==> src/rtl/rau_pkg.sv <==
`timescale 1ns / 1ps
// ----------------------------------------------------------------------------
// rau_pkg
// types, codes and helpers shared by the rational arithmetic unit
// ----------------------------------------------------------------------------
package rau_pkg;

    localparam int OPERAND_BITS = 16;
    localparam int MAG_BITS     = OPERAND_BITS + 1;
    localparam int PROD_BITS    = 2 * OPERAND_BITS + 1;
    localparam int SUM_BITS     = PROD_BITS + 1;
    localparam int CNT_BITS     = $clog2(SUM_BITS + 1);
    localparam int NUM_OUT_BITS = 33;
    localparam int DEN_OUT_BITS = 31;
    localparam int QUEUE_DEPTH  = 2;

    typedef enum logic [2:0] {
        OP_REDUCE   = 3'd0,
        OP_MULTIPLY = 3'd1,
        OP_DIVIDE   = 3'd2,
        OP_ADD      = 3'd3,
        OP_SUBTRACT = 3'd4
    } op_code_t;

    typedef enum logic [1:0] {
        ST_OK       = 2'd0,
        ST_ZERO_DEN = 2'd1,
        ST_DIV_ZERO = 2'd2
    } status_code_t;

    typedef enum logic [2:0] {
        BK_IDLE,
        BK_GCD,
        BK_EUCLID,
        BK_QUO_X,
        BK_QUO_Y,
        BK_MUL,
        BK_SUM,
        BK_DONE
    } back_state_t;

    // which fraction the shared reduction is working on
    typedef enum logic [1:0] {
        PS_FIRST,
        PS_SECOND,
        PS_RESULT
    } pass_t;

    typedef struct packed {
        logic [2:0]                      operation;
        logic signed [OPERAND_BITS-1:0]  first_numerator;
        logic signed [OPERAND_BITS-1:0]  first_denominator;
        logic signed [OPERAND_BITS-1:0]  second_numerator;
        logic signed [OPERAND_BITS-1:0]  second_denominator;
    } in_item_t;

    typedef struct packed {
        logic signed [NUM_OUT_BITS-1:0]  result_numerator;
        logic [DEN_OUT_BITS-1:0]         result_denominator;
        logic [1:0]                      status;
    } out_item_t;

    // classified work passed from the front to the back
    typedef struct packed {
        logic [2:0]          op;
        logic                is_reduce;
        logic [1:0]          status;
        logic                a_neg;
        logic [MAG_BITS-1:0] a_num;
        logic [MAG_BITS-1:0] a_den;
        logic                b_neg;
        logic [MAG_BITS-1:0] b_num;
        logic [MAG_BITS-1:0] b_den;
    } job_t;

    function automatic logic [MAG_BITS-1:0] mag_of(input logic [OPERAND_BITS-1:0] v);
        logic [MAG_BITS-1:0] x;
        x = {v[OPERAND_BITS-1], v};
        return v[OPERAND_BITS-1] ? (MAG_BITS'(0) - x) : x;
    endfunction

endpackage

==> src/rtl/rational_arithmetic_unit.sv <==
`timescale 1ns / 1ps
// ----------------------------------------------------------------------------
// rational_arithmetic_unit
// reduce, multiply, divide, add or subtract two signed fractions
// ----------------------------------------------------------------------------
// usage:
//   in channel  (in_valid, in_ready, in_data) takes an operation and two
//   fractions; out channel (out_valid, out_ready, out_data) returns one
//   reduced fraction and a status per transfer
//   a front stage checks for zero denominators and division by a zero
//   fraction and splits operands into sign and magnitude; a two-entry queue
//   feeds the back end, which runs euclid gcd and exact division on a shared
//   bit-serial divider (one quotient bit per cycle); each reduction runs
//   euclid steps, then a gcd check and the two exact divisions; a binary
//   operation runs three reductions
//   throughput: one item per back-end run, set by the serial divider
//   reset clears the queue and the back-end state; no item is in flight
//   when the receiver stalls the finished result is held in the output
//   register, the back end takes the next job and waits to hand it over,
//   and the front keeps filling the queue until it is full
// ----------------------------------------------------------------------------
module rational_arithmetic_unit (
    input  logic               clk,
    input  logic               rst_n,
    input  logic               in_valid,
    output logic               in_ready,
    input  rau_pkg::in_item_t  in_data,
    output logic               out_valid,
    input  logic               out_ready,
    output rau_pkg::out_item_t out_data
);
    import rau_pkg::*;

    logic job_valid, job_ready;
    job_t job_data;

    rau_front u_front (
        .clk       (clk),
        .rst_n     (rst_n),
        .in_valid  (in_valid),
        .in_ready  (in_ready),
        .in_data   (in_data),
        .job_valid (job_valid),
        .job_ready (job_ready),
        .job_data  (job_data)
    );

    rau_back u_back (
        .clk       (clk),
        .rst_n     (rst_n),
        .job_valid (job_valid),
        .job_ready (job_ready),
        .job_data  (job_data),
        .out_valid (out_valid),
        .out_ready (out_ready),
        .out_data  (out_data)
    );

endmodule

==> src/rtl/rau_front.sv <==
`timescale 1ns / 1ps
// ----------------------------------------------------------------------------
// rau_front
// accepts items, checks errors and splits operands into sign and magnitude
// ----------------------------------------------------------------------------
module rau_front (
    input  logic             clk,
    input  logic             rst_n,
    input  logic             in_valid,
    output logic             in_ready,
    input  rau_pkg::in_item_t in_data,
    output logic             job_valid,
    input  logic             job_ready,
    output rau_pkg::job_t    job_data
);
    import rau_pkg::*;

    job_t                   q_reg [QUEUE_DEPTH];
    logic                   wp_reg, wp_next, rp_reg, rp_next;
    logic [1:0]             cnt_reg, cnt_next;
    job_t                   job_in;
    logic                   push, pop, red, d1z, d2z, n2z;

    always_comb
    begin
        red = !(in_data.operation inside {OP_MULTIPLY, OP_DIVIDE, OP_ADD, OP_SUBTRACT});
        d1z = in_data.first_denominator == '0;
        d2z = in_data.second_denominator == '0;
        n2z = in_data.second_numerator == '0;
        job_in.op        = in_data.operation;
        job_in.is_reduce = red;
        if (d1z || (!red && d2z))
            job_in.status = ST_ZERO_DEN;
        else if (in_data.operation == OP_DIVIDE && n2z)
            job_in.status = ST_DIV_ZERO;
        else
            job_in.status = ST_OK;
        job_in.a_neg = in_data.first_numerator[OPERAND_BITS-1]
                       ^ in_data.first_denominator[OPERAND_BITS-1];
        job_in.a_num = mag_of(in_data.first_numerator);
        job_in.a_den = mag_of(in_data.first_denominator);
        job_in.b_neg = in_data.second_numerator[OPERAND_BITS-1]
                       ^ in_data.second_denominator[OPERAND_BITS-1];
        job_in.b_num = mag_of(in_data.second_numerator);
        job_in.b_den = mag_of(in_data.second_denominator);
    end

    assign in_ready  = cnt_reg != 2'(QUEUE_DEPTH);
    assign job_valid = cnt_reg != 2'd0;
    assign job_data  = q_reg[rp_reg];
    assign push      = in_valid && in_ready;
    assign pop       = job_valid && job_ready;

    always_comb
    begin
        wp_next  = push ? !wp_reg : wp_reg;
        rp_next  = pop ? !rp_reg : rp_reg;
        cnt_next = cnt_reg + 2'(push) - 2'(pop);
    end

    always_ff @(posedge clk or negedge rst_n)
    begin
        if (!rst_n)
        begin
            wp_reg  <= 1'b0;
            rp_reg  <= 1'b0;
            cnt_reg <= 2'd0;
        end
        else
        begin
            wp_reg  <= wp_next;
            rp_reg  <= rp_next;
            cnt_reg <= cnt_next;
        end
    end

    always_ff @(posedge clk)
    begin
        if (push)
            q_reg[wp_reg] <= job_in;
    end

endmodule

==> src/rtl/rau_back.sv <==
`timescale 1ns / 1ps
// ----------------------------------------------------------------------------
// rau_back
// reduces operands; for binary operations forms cross products and reduces the result
// ----------------------------------------------------------------------------
module rau_back (
    input  logic              clk,
    input  logic              rst_n,
    input  logic              job_valid,
    output logic              job_ready,
    input  rau_pkg::job_t     job_data,
    output logic              out_valid,
    input  logic              out_ready,
    output rau_pkg::out_item_t out_data
);
    import rau_pkg::*;

    back_state_t          state_reg, state_next;
    pass_t                pass_reg;
    job_t                 job_reg;
    // working fraction and euclid pair
    logic [SUM_BITS-1:0]  x_reg, y_reg, ga_reg, gb_reg;
    // restoring divider, one quotient bit a cycle
    logic [SUM_BITS-1:0]  dvd_reg, dvs_reg, rem_reg, quo_reg;
    logic [CNT_BITS-1:0]  cnt_reg;
    logic                 div_start, div_done;
    logic [SUM_BITS-1:0]  div_dvd, div_dvs;
    logic [SUM_BITS:0]    trial;
    logic [SUM_BITS-1:0]  shifted;
    logic [MAG_BITS-1:0]  an_reg, ad_reg, bn_reg, bd_reg;
    logic [SUM_BITS-1:0]  p1_reg, p2_reg;
    logic [SUM_BITS-1:0]  m_nn, m_dd, m_nd, m_dn;
    logic [SUM_BITS-1:0]  sum_mag;
    logic                 sum_neg, sb;
    logic                 rneg_reg;
    out_item_t            out_reg;
    logic                 out_valid_reg;

    function automatic logic [SUM_BITS-1:0] ext(input logic [MAG_BITS-1:0] v);
        return SUM_BITS'(v);
    endfunction

    assign shifted  = {rem_reg[SUM_BITS-2:0], dvd_reg[SUM_BITS-1]};
    assign trial    = {1'b0, shifted} - {1'b0, dvs_reg};
    assign div_done = cnt_reg == '0;

    assign m_nn = an_reg * bn_reg;
    assign m_dd = ad_reg * bd_reg;
    assign m_nd = an_reg * bd_reg;
    assign m_dn = ad_reg * bn_reg;

    assign job_ready = state_reg == BK_IDLE;
    assign out_valid = out_valid_reg;
    assign out_data  = out_reg;

    always_comb
    begin
        sb = job_reg.b_neg ^ (job_reg.op == OP_SUBTRACT);
        if (job_reg.a_neg == sb)
        begin
            sum_mag = p1_reg + p2_reg;
            sum_neg = sb;
        end
        else if (p1_reg >= p2_reg)
        begin
            sum_mag = p1_reg - p2_reg;
            sum_neg = job_reg.a_neg;
        end
        else
        begin
            sum_mag = p2_reg - p1_reg;
            sum_neg = sb;
        end
    end

    always_comb
    begin
        state_next = state_reg;
        case (state_reg)
            BK_IDLE:
                if (job_valid)
                    state_next = (job_data.status != ST_OK) ? BK_DONE : BK_GCD;
            BK_GCD:
                state_next = (gb_reg == '0) ? BK_QUO_X : BK_EUCLID;
            BK_EUCLID:
                if (div_done)
                    state_next = BK_GCD;
            BK_QUO_X:
                if (div_done)
                    state_next = BK_QUO_Y;
            BK_QUO_Y:
                if (div_done)
                begin
                    case (pass_reg)
                        PS_FIRST:  state_next = job_reg.is_reduce ? BK_DONE : BK_GCD;
                        PS_SECOND: state_next = BK_MUL;
                        default:   state_next = BK_DONE;
                    endcase
                end
            BK_MUL:
                state_next = BK_SUM;
            BK_SUM:
                state_next = BK_GCD;
            BK_DONE:
                if (!out_valid_reg || out_ready)
                    state_next = BK_IDLE;
            default:
                state_next = BK_IDLE;
        endcase
    end

    always_comb
    begin
        div_start = 1'b0;
        div_dvd   = ga_reg;
        div_dvs   = gb_reg;
        case (state_reg)
            BK_GCD:
            begin
                div_start = 1'b1;
                if (gb_reg == '0)
                begin
                    div_dvd = x_reg;
                    div_dvs = ga_reg;
                end
            end
            BK_QUO_X:
            begin
                div_start = div_done;
                div_dvd   = y_reg;
                div_dvs   = ga_reg;
            end
            default: ;
        endcase
    end

    always_ff @(posedge clk or negedge rst_n)
    begin
        if (!rst_n)
        begin
            state_reg     <= BK_IDLE;
            out_valid_reg <= 1'b0;
        end
        else
        begin
            state_reg <= state_next;
            if (state_reg == BK_DONE && (!out_valid_reg || out_ready))
                out_valid_reg <= 1'b1;
            else if (out_valid_reg && out_ready)
                out_valid_reg <= 1'b0;
        end
    end

    always_ff @(posedge clk or negedge rst_n)
    begin
        if (!rst_n)
        begin
            dvd_reg <= '0;
            dvs_reg <= '0;
            rem_reg <= '0;
            quo_reg <= '0;
            cnt_reg <= '0;
        end
        else if (div_start)
        begin
            dvd_reg <= div_dvd;
            dvs_reg <= div_dvs;
            rem_reg <= '0;
            quo_reg <= '0;
            cnt_reg <= CNT_BITS'(SUM_BITS);
        end
        else if (!div_done)
        begin
            dvd_reg <= {dvd_reg[SUM_BITS-2:0], 1'b0};
            cnt_reg <= cnt_reg - CNT_BITS'(1);
            if (!trial[SUM_BITS])
            begin
                rem_reg <= trial[SUM_BITS-1:0];
                quo_reg <= {quo_reg[SUM_BITS-2:0], 1'b1};
            end
            else
            begin
                rem_reg <= shifted;
                quo_reg <= {quo_reg[SUM_BITS-2:0], 1'b0};
            end
        end
    end

    always_ff @(posedge clk)
    begin
        case (state_reg)
            BK_IDLE:
            begin
                if (job_valid)
                begin
                    job_reg  <= job_data;
                    x_reg    <= ext(job_data.a_num);
                    y_reg    <= ext(job_data.a_den);
                    ga_reg   <= ext(job_data.a_num);
                    gb_reg   <= ext(job_data.a_den);
                    rneg_reg <= job_data.a_neg;
                    pass_reg <= PS_FIRST;
                end
            end
            BK_EUCLID:
            begin
                // euclid step: a <- b, b <- a mod b
                if (div_done)
                begin
                    ga_reg <= gb_reg;
                    gb_reg <= rem_reg;
                end
            end
            BK_QUO_X:
            begin
                if (div_done)
                    x_reg <= quo_reg;
            end
            BK_QUO_Y:
            begin
                if (div_done)
                begin
                    case (pass_reg)
                        PS_FIRST:
                        begin
                            if (job_reg.is_reduce)
                                y_reg <= quo_reg;
                            else
                            begin
                                an_reg   <= MAG_BITS'(x_reg);
                                ad_reg   <= MAG_BITS'(quo_reg);
                                x_reg    <= ext(job_reg.b_num);
                                y_reg    <= ext(job_reg.b_den);
                                ga_reg   <= ext(job_reg.b_num);
                                gb_reg   <= ext(job_reg.b_den);
                                pass_reg <= PS_SECOND;
                            end
                        end
                        PS_SECOND:
                        begin
                            bn_reg <= MAG_BITS'(x_reg);
                            bd_reg <= MAG_BITS'(quo_reg);
                        end
                        default:
                            y_reg <= quo_reg;
                    endcase
                end
            end
            BK_MUL:
            begin
                case (job_reg.op)
                    OP_MULTIPLY:
                    begin
                        x_reg    <= m_nn;
                        y_reg    <= m_dd;
                        rneg_reg <= job_reg.a_neg ^ job_reg.b_neg;
                    end
                    OP_DIVIDE:
                    begin
                        x_reg    <= m_nd;
                        y_reg    <= m_dn;
                        rneg_reg <= job_reg.a_neg ^ job_reg.b_neg;
                    end
                    default:
                    begin
                        p1_reg <= m_nd;
                        p2_reg <= m_dn;
                        y_reg  <= m_dd;
                    end
                endcase
            end
            BK_SUM:
            begin
                if (job_reg.op == OP_ADD || job_reg.op == OP_SUBTRACT)
                begin
                    x_reg    <= sum_mag;
                    ga_reg   <= sum_mag;
                    rneg_reg <= sum_neg;
                end
                else
                    ga_reg <= x_reg;
                gb_reg   <= y_reg;
                pass_reg <= PS_RESULT;
            end
            BK_DONE:
            begin
                if (!out_valid_reg || out_ready)
                begin
                    if (job_reg.status != ST_OK)
                    begin
                        out_reg.result_numerator   <= '0;
                        out_reg.result_denominator <= '0;
                    end
                    else
                    begin
                        out_reg.result_numerator <= rneg_reg
                            ? NUM_OUT_BITS'(SUM_BITS'(0) - x_reg) : NUM_OUT_BITS'(x_reg);
                        out_reg.result_denominator <= DEN_OUT_BITS'(y_reg);
                    end
                    out_reg.status <= job_reg.status;
                end
            end
            default: ;
        endcase
    end

endmodule

==> config.mk <==
export PLATFORM = sky130hd
export DESIGN_NAME = rational_arithmetic_unit
export DESIGN_NICKNAME = d
export VERILOG_FILES = /design/src/rtl/rau_pkg.sv /design/src/rtl/rational_arithmetic_unit.sv /design/src/rtl/rau_front.sv /design/src/rtl/rau_back.sv
export SDC_FILE = /design/constraint.sdc
export NUM_CORES = 2
export LEC_CHECK = 0
export BUFFER_PORTS_ARGS = -buffer_cell sky130_fd_sc_hd__buf_2
export CORE_UTILIZATION = 57
export CTS_BUF_LIST = sky130_fd_sc_hd__clkbuf_8
export DETAILED_ROUTE_END_ITERATION = 12
export MAX_ROUTING_LAYER = met4
export PLACE_DENSITY_LB_ADDON = 0.05
export SYNTH_ARGS = -nofsm -noshare
export SYNTH_HDL_FRONTEND = slang
export SYNTH_SLANG_ARGS = --single-unit
==> constraint.sdc <==
create_clock -name clk -period 9.2 [get_ports clk]
set_input_delay 2.3 -clock clk [delete_from_list [all_inputs] [get_ports clk]]
set_output_delay 2.3 -clock clk [all_outputs]
set_load 0.02 [all_outputs]
Word-level counts from Yosys, hierarchy flattened
Memories as Yosys holds them, arrays and structs flattened. Index checks and enable logic that the tools add are counted.

Register bits after elaboration: 533. Latch bits: 0. RAM bits: 152. Memory bits (read-only): 0. Input bits: 71. Output and inout port bits: 68. Memories: 1.

Add/sub/neg operators: 12. Multiply operators: 4. Divide/modulo/power cells: 0. Order comparisons: 1. Equality and inequality tests: 30. Shift operators: 0. Mux-type cells: 70. Bitwise operators: 6. Reductions and logical operators: 42.

Memory list: u_front.q_reg (words 2, bits a word 76, rd ports 1, clocked after Yosys merged registers in 0, wr ports 1, line rau_front.sv:18) `job_t q_reg [QUEUE_DEPTH];`.

Operators with widths (count): $mux W34 (26); $pmux W34 S2 (4); $pmux W34 S4 (2); $pmux W34 S5 (1); $mul A17 B17 Y34 (4); $pmux W34 S3 (1); $mux W17 (4); $sub A1 B16 Y17 const A (4); $sub A34 B34 Y34 (2); $logic_not A16 Y1 (3); $sub A34 B34 Y35 (1); $add A34 B34 Y34 (1); $ge A34 B34 Y1 (1); $logic_not A34 Y1 (1); $mux W33 (1); $sub A1 B33 Y33 const A (1); $pmux W3 S8 (1); $mux W3 (7); $eq A3 B2 Y1 const B (6); $eq A3 B3 Y1 const B (6); $ne A2 B1 Y1 const B (7); $mux W2 (6); $mux W6 (2); $reduce_and A4 Y1 (3); other kinds (31) (70).

Longest topological paths before layout
Word-level depth: 6. Mapped depth: 27. Depth with buffers taken out: 25.

Hierarchy
From an unflattened synthesis, not the netlist that was laid out.

Cells, all modules: 7789. Area, all modules: 74504.0 µm².

By module, submodules not included: rau_back (times used 1, cells an instance 7340, area each 67567.3 µm², seq. area each 15154.5 µm²); rau_front (times used 1, cells an instance 449, area each 6936.7 µm², seq. area each 4664.5 µm²).

Worst setup path after synthesis
Ideal clock, no wire load.

Kind: register -> register. Start point: register u_back.state_reg[2]. End point: register u_back.ga_reg[0], enable pin. Setup time: 0.595 ns. Arrival time: 6.418 ns. Required time: 8.605 ns. Slack: 2.187 ns. Stages on the path, launching flop included: 9. Path buffers: 2. Cell sequence: dfrtp_1 -> clkbuf_1 -> nor2b_1 -> nand2_1 -> inv_1 -> clkbuf_1 -> o21ai_0 -> o31ai_1 -> a211oi_1.

Longest elaborated chain between the ends: 3.

RTL lines: start: declaration (line rau_back.sv:18) `back_state_t state_reg, state_next;`; start signal: assignment (line rau_back.sv:146) `state_reg <= state_next;`; $eq A3 B2 Y1, or another cell as far along (line rau_back.sv:191) `case (state_reg)`; $ne A2 B1 Y1 (no source line), or another cell as far along; $reduce_and A6 Y1 (no source line) *; end signal: assignment (line rau_back.sv:199) `ga_reg <= ext(job_data.a_num);`; end signal: assignment (line rau_back.sv:210) `ga_reg <= gb_reg;`; end signal: assignment (line rau_back.sv:234) `ga_reg <= ext(job_reg.b_num);`; end: declaration (line rau_back.sv:22) `logic [SUM_BITS-1:0] x_reg, y_reg, ga_reg, gb_reg;`.

Every way passes the cells marked *; elsewhere a longest branch is shown, timed or not. A chain may end at the register's enable or synchronous reset.

Worst setup path in the final report
Start point: register u_back.an_reg[4]. End point: register u_back.x_reg[29] (data pin).

Longest elaborated chain between the ends: 3.

RTL lines: start: declaration (line rau_back.sv:30) `logic [MAG_BITS-1:0] an_reg, ad_reg, bn_reg, bd_reg;`; start signal: assignment (line rau_back.sv:230) `an_reg <= MAG_BITS'(x_reg);`; $mul A17 B17 Y34 (line rau_back.sv:49) `assign m_nd = an_reg * bd_reg;`; named net u_back.m_nd[29] (line rau_back.sv:32) `logic [SUM_BITS-1:0] m_nn, m_dd, m_nd, m_dn;`; $pmux W34 S2 (line rau_back.sv:251) `case (job_reg.op)`; $pmux W34 S5 (line rau_back.sv:191); end signal: assignment (line rau_back.sv:197) `x_reg <= ext(job_data.a_num);`; end signal: assignment (line rau_back.sv:254) `x_reg <= m_nn;`; end signal: assignment (line rau_back.sv:260) `x_reg <= m_nd;`; end: declaration (line rau_back.sv:22).

The timed path passes the listed nets, and every way through them passes these cells.

==> metrics.cfg <==
[clock_network]
cts_made_buffers=117
cts-root-buf=clkbuf_8
htreeDepth=3
hold_buffers=0
clkSinkCount=685
clock_tree.buffer_depth=3
cts_setup_buffers=0
clkSlewWorstSetupHoldPaths_ps=70
cts_tree=yes
clock_latency_ps=860
ctsResizeCount=0

[worst_hold_path]
hold_class=register to register
hold_end=u_back.out_data[1]
hold_path_depth=0
min-delay-start=u_back.job_reg[71]

[sta]
hold_violations=0
hold-worst-slack_ps=473
max_slew_margin_pct=18.0
fin_skew_ps=47.0
tightest_slew_ps=1220
slew_viol_final=0
finalCritPeriodShare_pct=86.5
rsz0062_at_grt=no
fmax_mhz=126
finalSetupViolCount=0
fin_crit_ps=7960
fin_tns_setup_ps=0
fin_ws_ps=1240

[floorplanning]
fp.dieArea_mm2=0.133
fp.dieW_um=364
start_util_pct=57.6
rows=132
die_h_um=364
core_area_mm2=0.130
pin_count=139

[synthesis]
ys_seq_elements=685
synth_cell_type_count=94
synth_most_common_cell=inv_1
synthCells=7882
yosys.area.top_type=fa_1
yosysWarnings=0
synthTopCellsByArea=fa_1, edfxtp_1, ha_1, inv_1, nand2_1
syn_area_per_cell_um2=9.50
netlist_area_mm2=0.0749
seq_area_frac_synth_pct=26.5
synthTopCellsByCount=inv_1, nand2_1, fa_1
ys.flop_type=edfxtp_1
synth_edf_count=535
async_flop_share_pct=21.9
synth_top_area_share_pct=24.1

[job]
drv_cap=0

[worst_setup_path]
arrival_ps=8530
end_kind=register
r2r_end=u_back.x_reg[29]
crit_type=register to register
cp_max_fo=14
timing.rr.start=u_back.an_reg[4]
crit_required_ps=9770
worst_setup_path_start_kind=register
r2r_slack_ps=1240
r2r_cells=24

[placement]
port_buffers=138
post-place-ws_ps=1180
gp_congestion=1.02
dp_hpwl_mm=200

[power]
p_total_mw=15.0
powerDensity_mw_per_mm2=188
leakage_nw=37.3
peakVddDrop_mv=0.302

[detailed_routing]
detail-route-antenna-nets=0
dr.pass1.iters=8
vias_per_cell=6.08
drtIter0Drc=6303
wl_per_cell_um=26.2
vias=59300
post-route-drc-count=0
routed_wl_mm=255

[global_route]
grt_pass1_vias=60700
gr-total-overflow=0
grt_first_pass_wirelength_mm=384
grt_max_degree=81
grt_antenna_before_repair=15
gr-usage-all-layers_pct=40.4

[finish]
area_growth_pct=6.88
largest_register_ffs=152
drive_above_1_share_pct=7.30
utilization_pct=61.6
fin_nets=9447

[status]
status=finished clean

==> cells by family after synthesis <==
kind of cell,Yosys count,synth area share [%]
simple gates,2216,14.0
buf+inv,1766,8.91
fa+ha+maj,1475,33.7
compound gates,1294,11.3
flops,685,26.5
xor+xnor,268,3.13
mux,177,2.46
other cells,1,0.00501
==> power breakdown <==
part	switching, mW	total [mW]	internal (mW)
Clock	1.43	2.85	1.42
Sequential	0.901	5.52	4.62
Combinational	4.46	6.64	2.18
Total	6.79	15.0	8.21
==> worst max-delay path: stages, from the launching register on <==
cell and delay [ps]:
edfxtp_1 1140, buf_4 360, nand2_1 90, fa_1 520
inv_1 60, fa_1 380, inv_1 80, fa_1 410
inv_1 110, fa_1 410, fa_1 500, inv_1 50
fa_1 470, inv_1 40, ha_1 380, a21o_1 220
a31o_2 210, a32o_1 190, a211o_1 330, and3_1 230
o41ai_2 430, o21ai_1 170, xor2_1 200, a222oi_1 510
o211ai_1 160
==> how the worst max path moves through the flow <==
stage | start | to | slack, ps | depth (start not counted)
2_1_floorplan | u_back.state_reg[2] | u_back.ga_reg[0] | 2190 | 8
3_3_place_gp | u_back.an_reg[10] | u_back.x_reg[29] | 1290 | 22
3_5_place_dp | u_back.an_reg[10] | u_back.x_reg[29] | 1180 | 21
4_1_cts | u_back.an_reg[10] | u_back.x_reg[29] | 1180 | 21
5_1_grt | u_back.ad_reg[8] | u_back.y_reg[31] | 970 | 23
6_report | u_back.an_reg[4] | u_back.x_reg[29] | 1240 | 24
==> layout by cell type (no fill, tap or decap), types with 102 or more instances in the layout <==
cell type	instances
inv_1	1386
nand2_1	1009
fa_1	900
ha_1	575
edfxtp_1	535
and2_1	527
a21oi_1	379
nor2_1	286
o21ai_0	261
xnor2_1	176
buf_4	167
dfrtp_1	147
buf_2	137
clkbuf_8	127
mux2i_1	122
nand3_1	102
==> layout make-up <==
cell class / instances / area, um^2
inverter: 1352 / 5070
sequential: 685 / 19800
multi-input combinational: 5438 / 48500
clock buffer: 127 / 1750
tap: 1742 / 2180
timing repair buffer: 307 / 2000
antenna: 9 / 22.5
fill: 11400 / 49900
clock inverter: 94 / 639
==> metal layers <==
layer  vias up  GRT usage, %  wire [um]
li1      25800             -          -
met1     29900          53.8     104000
met2      3020          59.1     111000
met3       566          7.89      25100
met4         0          20.4      15100
met5         -             -          0
==> through the flow <==
| stage | instance area (um^2) | std cells |
|---|---|---|
| 2_1_floorplan | 74900 | 7889 |
| 3_3_place_gp | 77600 | 9523 |
| 6_report | 80000 | 9754 |
| 3_5_place_dp | 77600 | 9523 |
| 4_1_cts | 80000 | 9744 |
| 5_1_grt | 80000 | 9751 |
(Power assumes the default switching activity.)
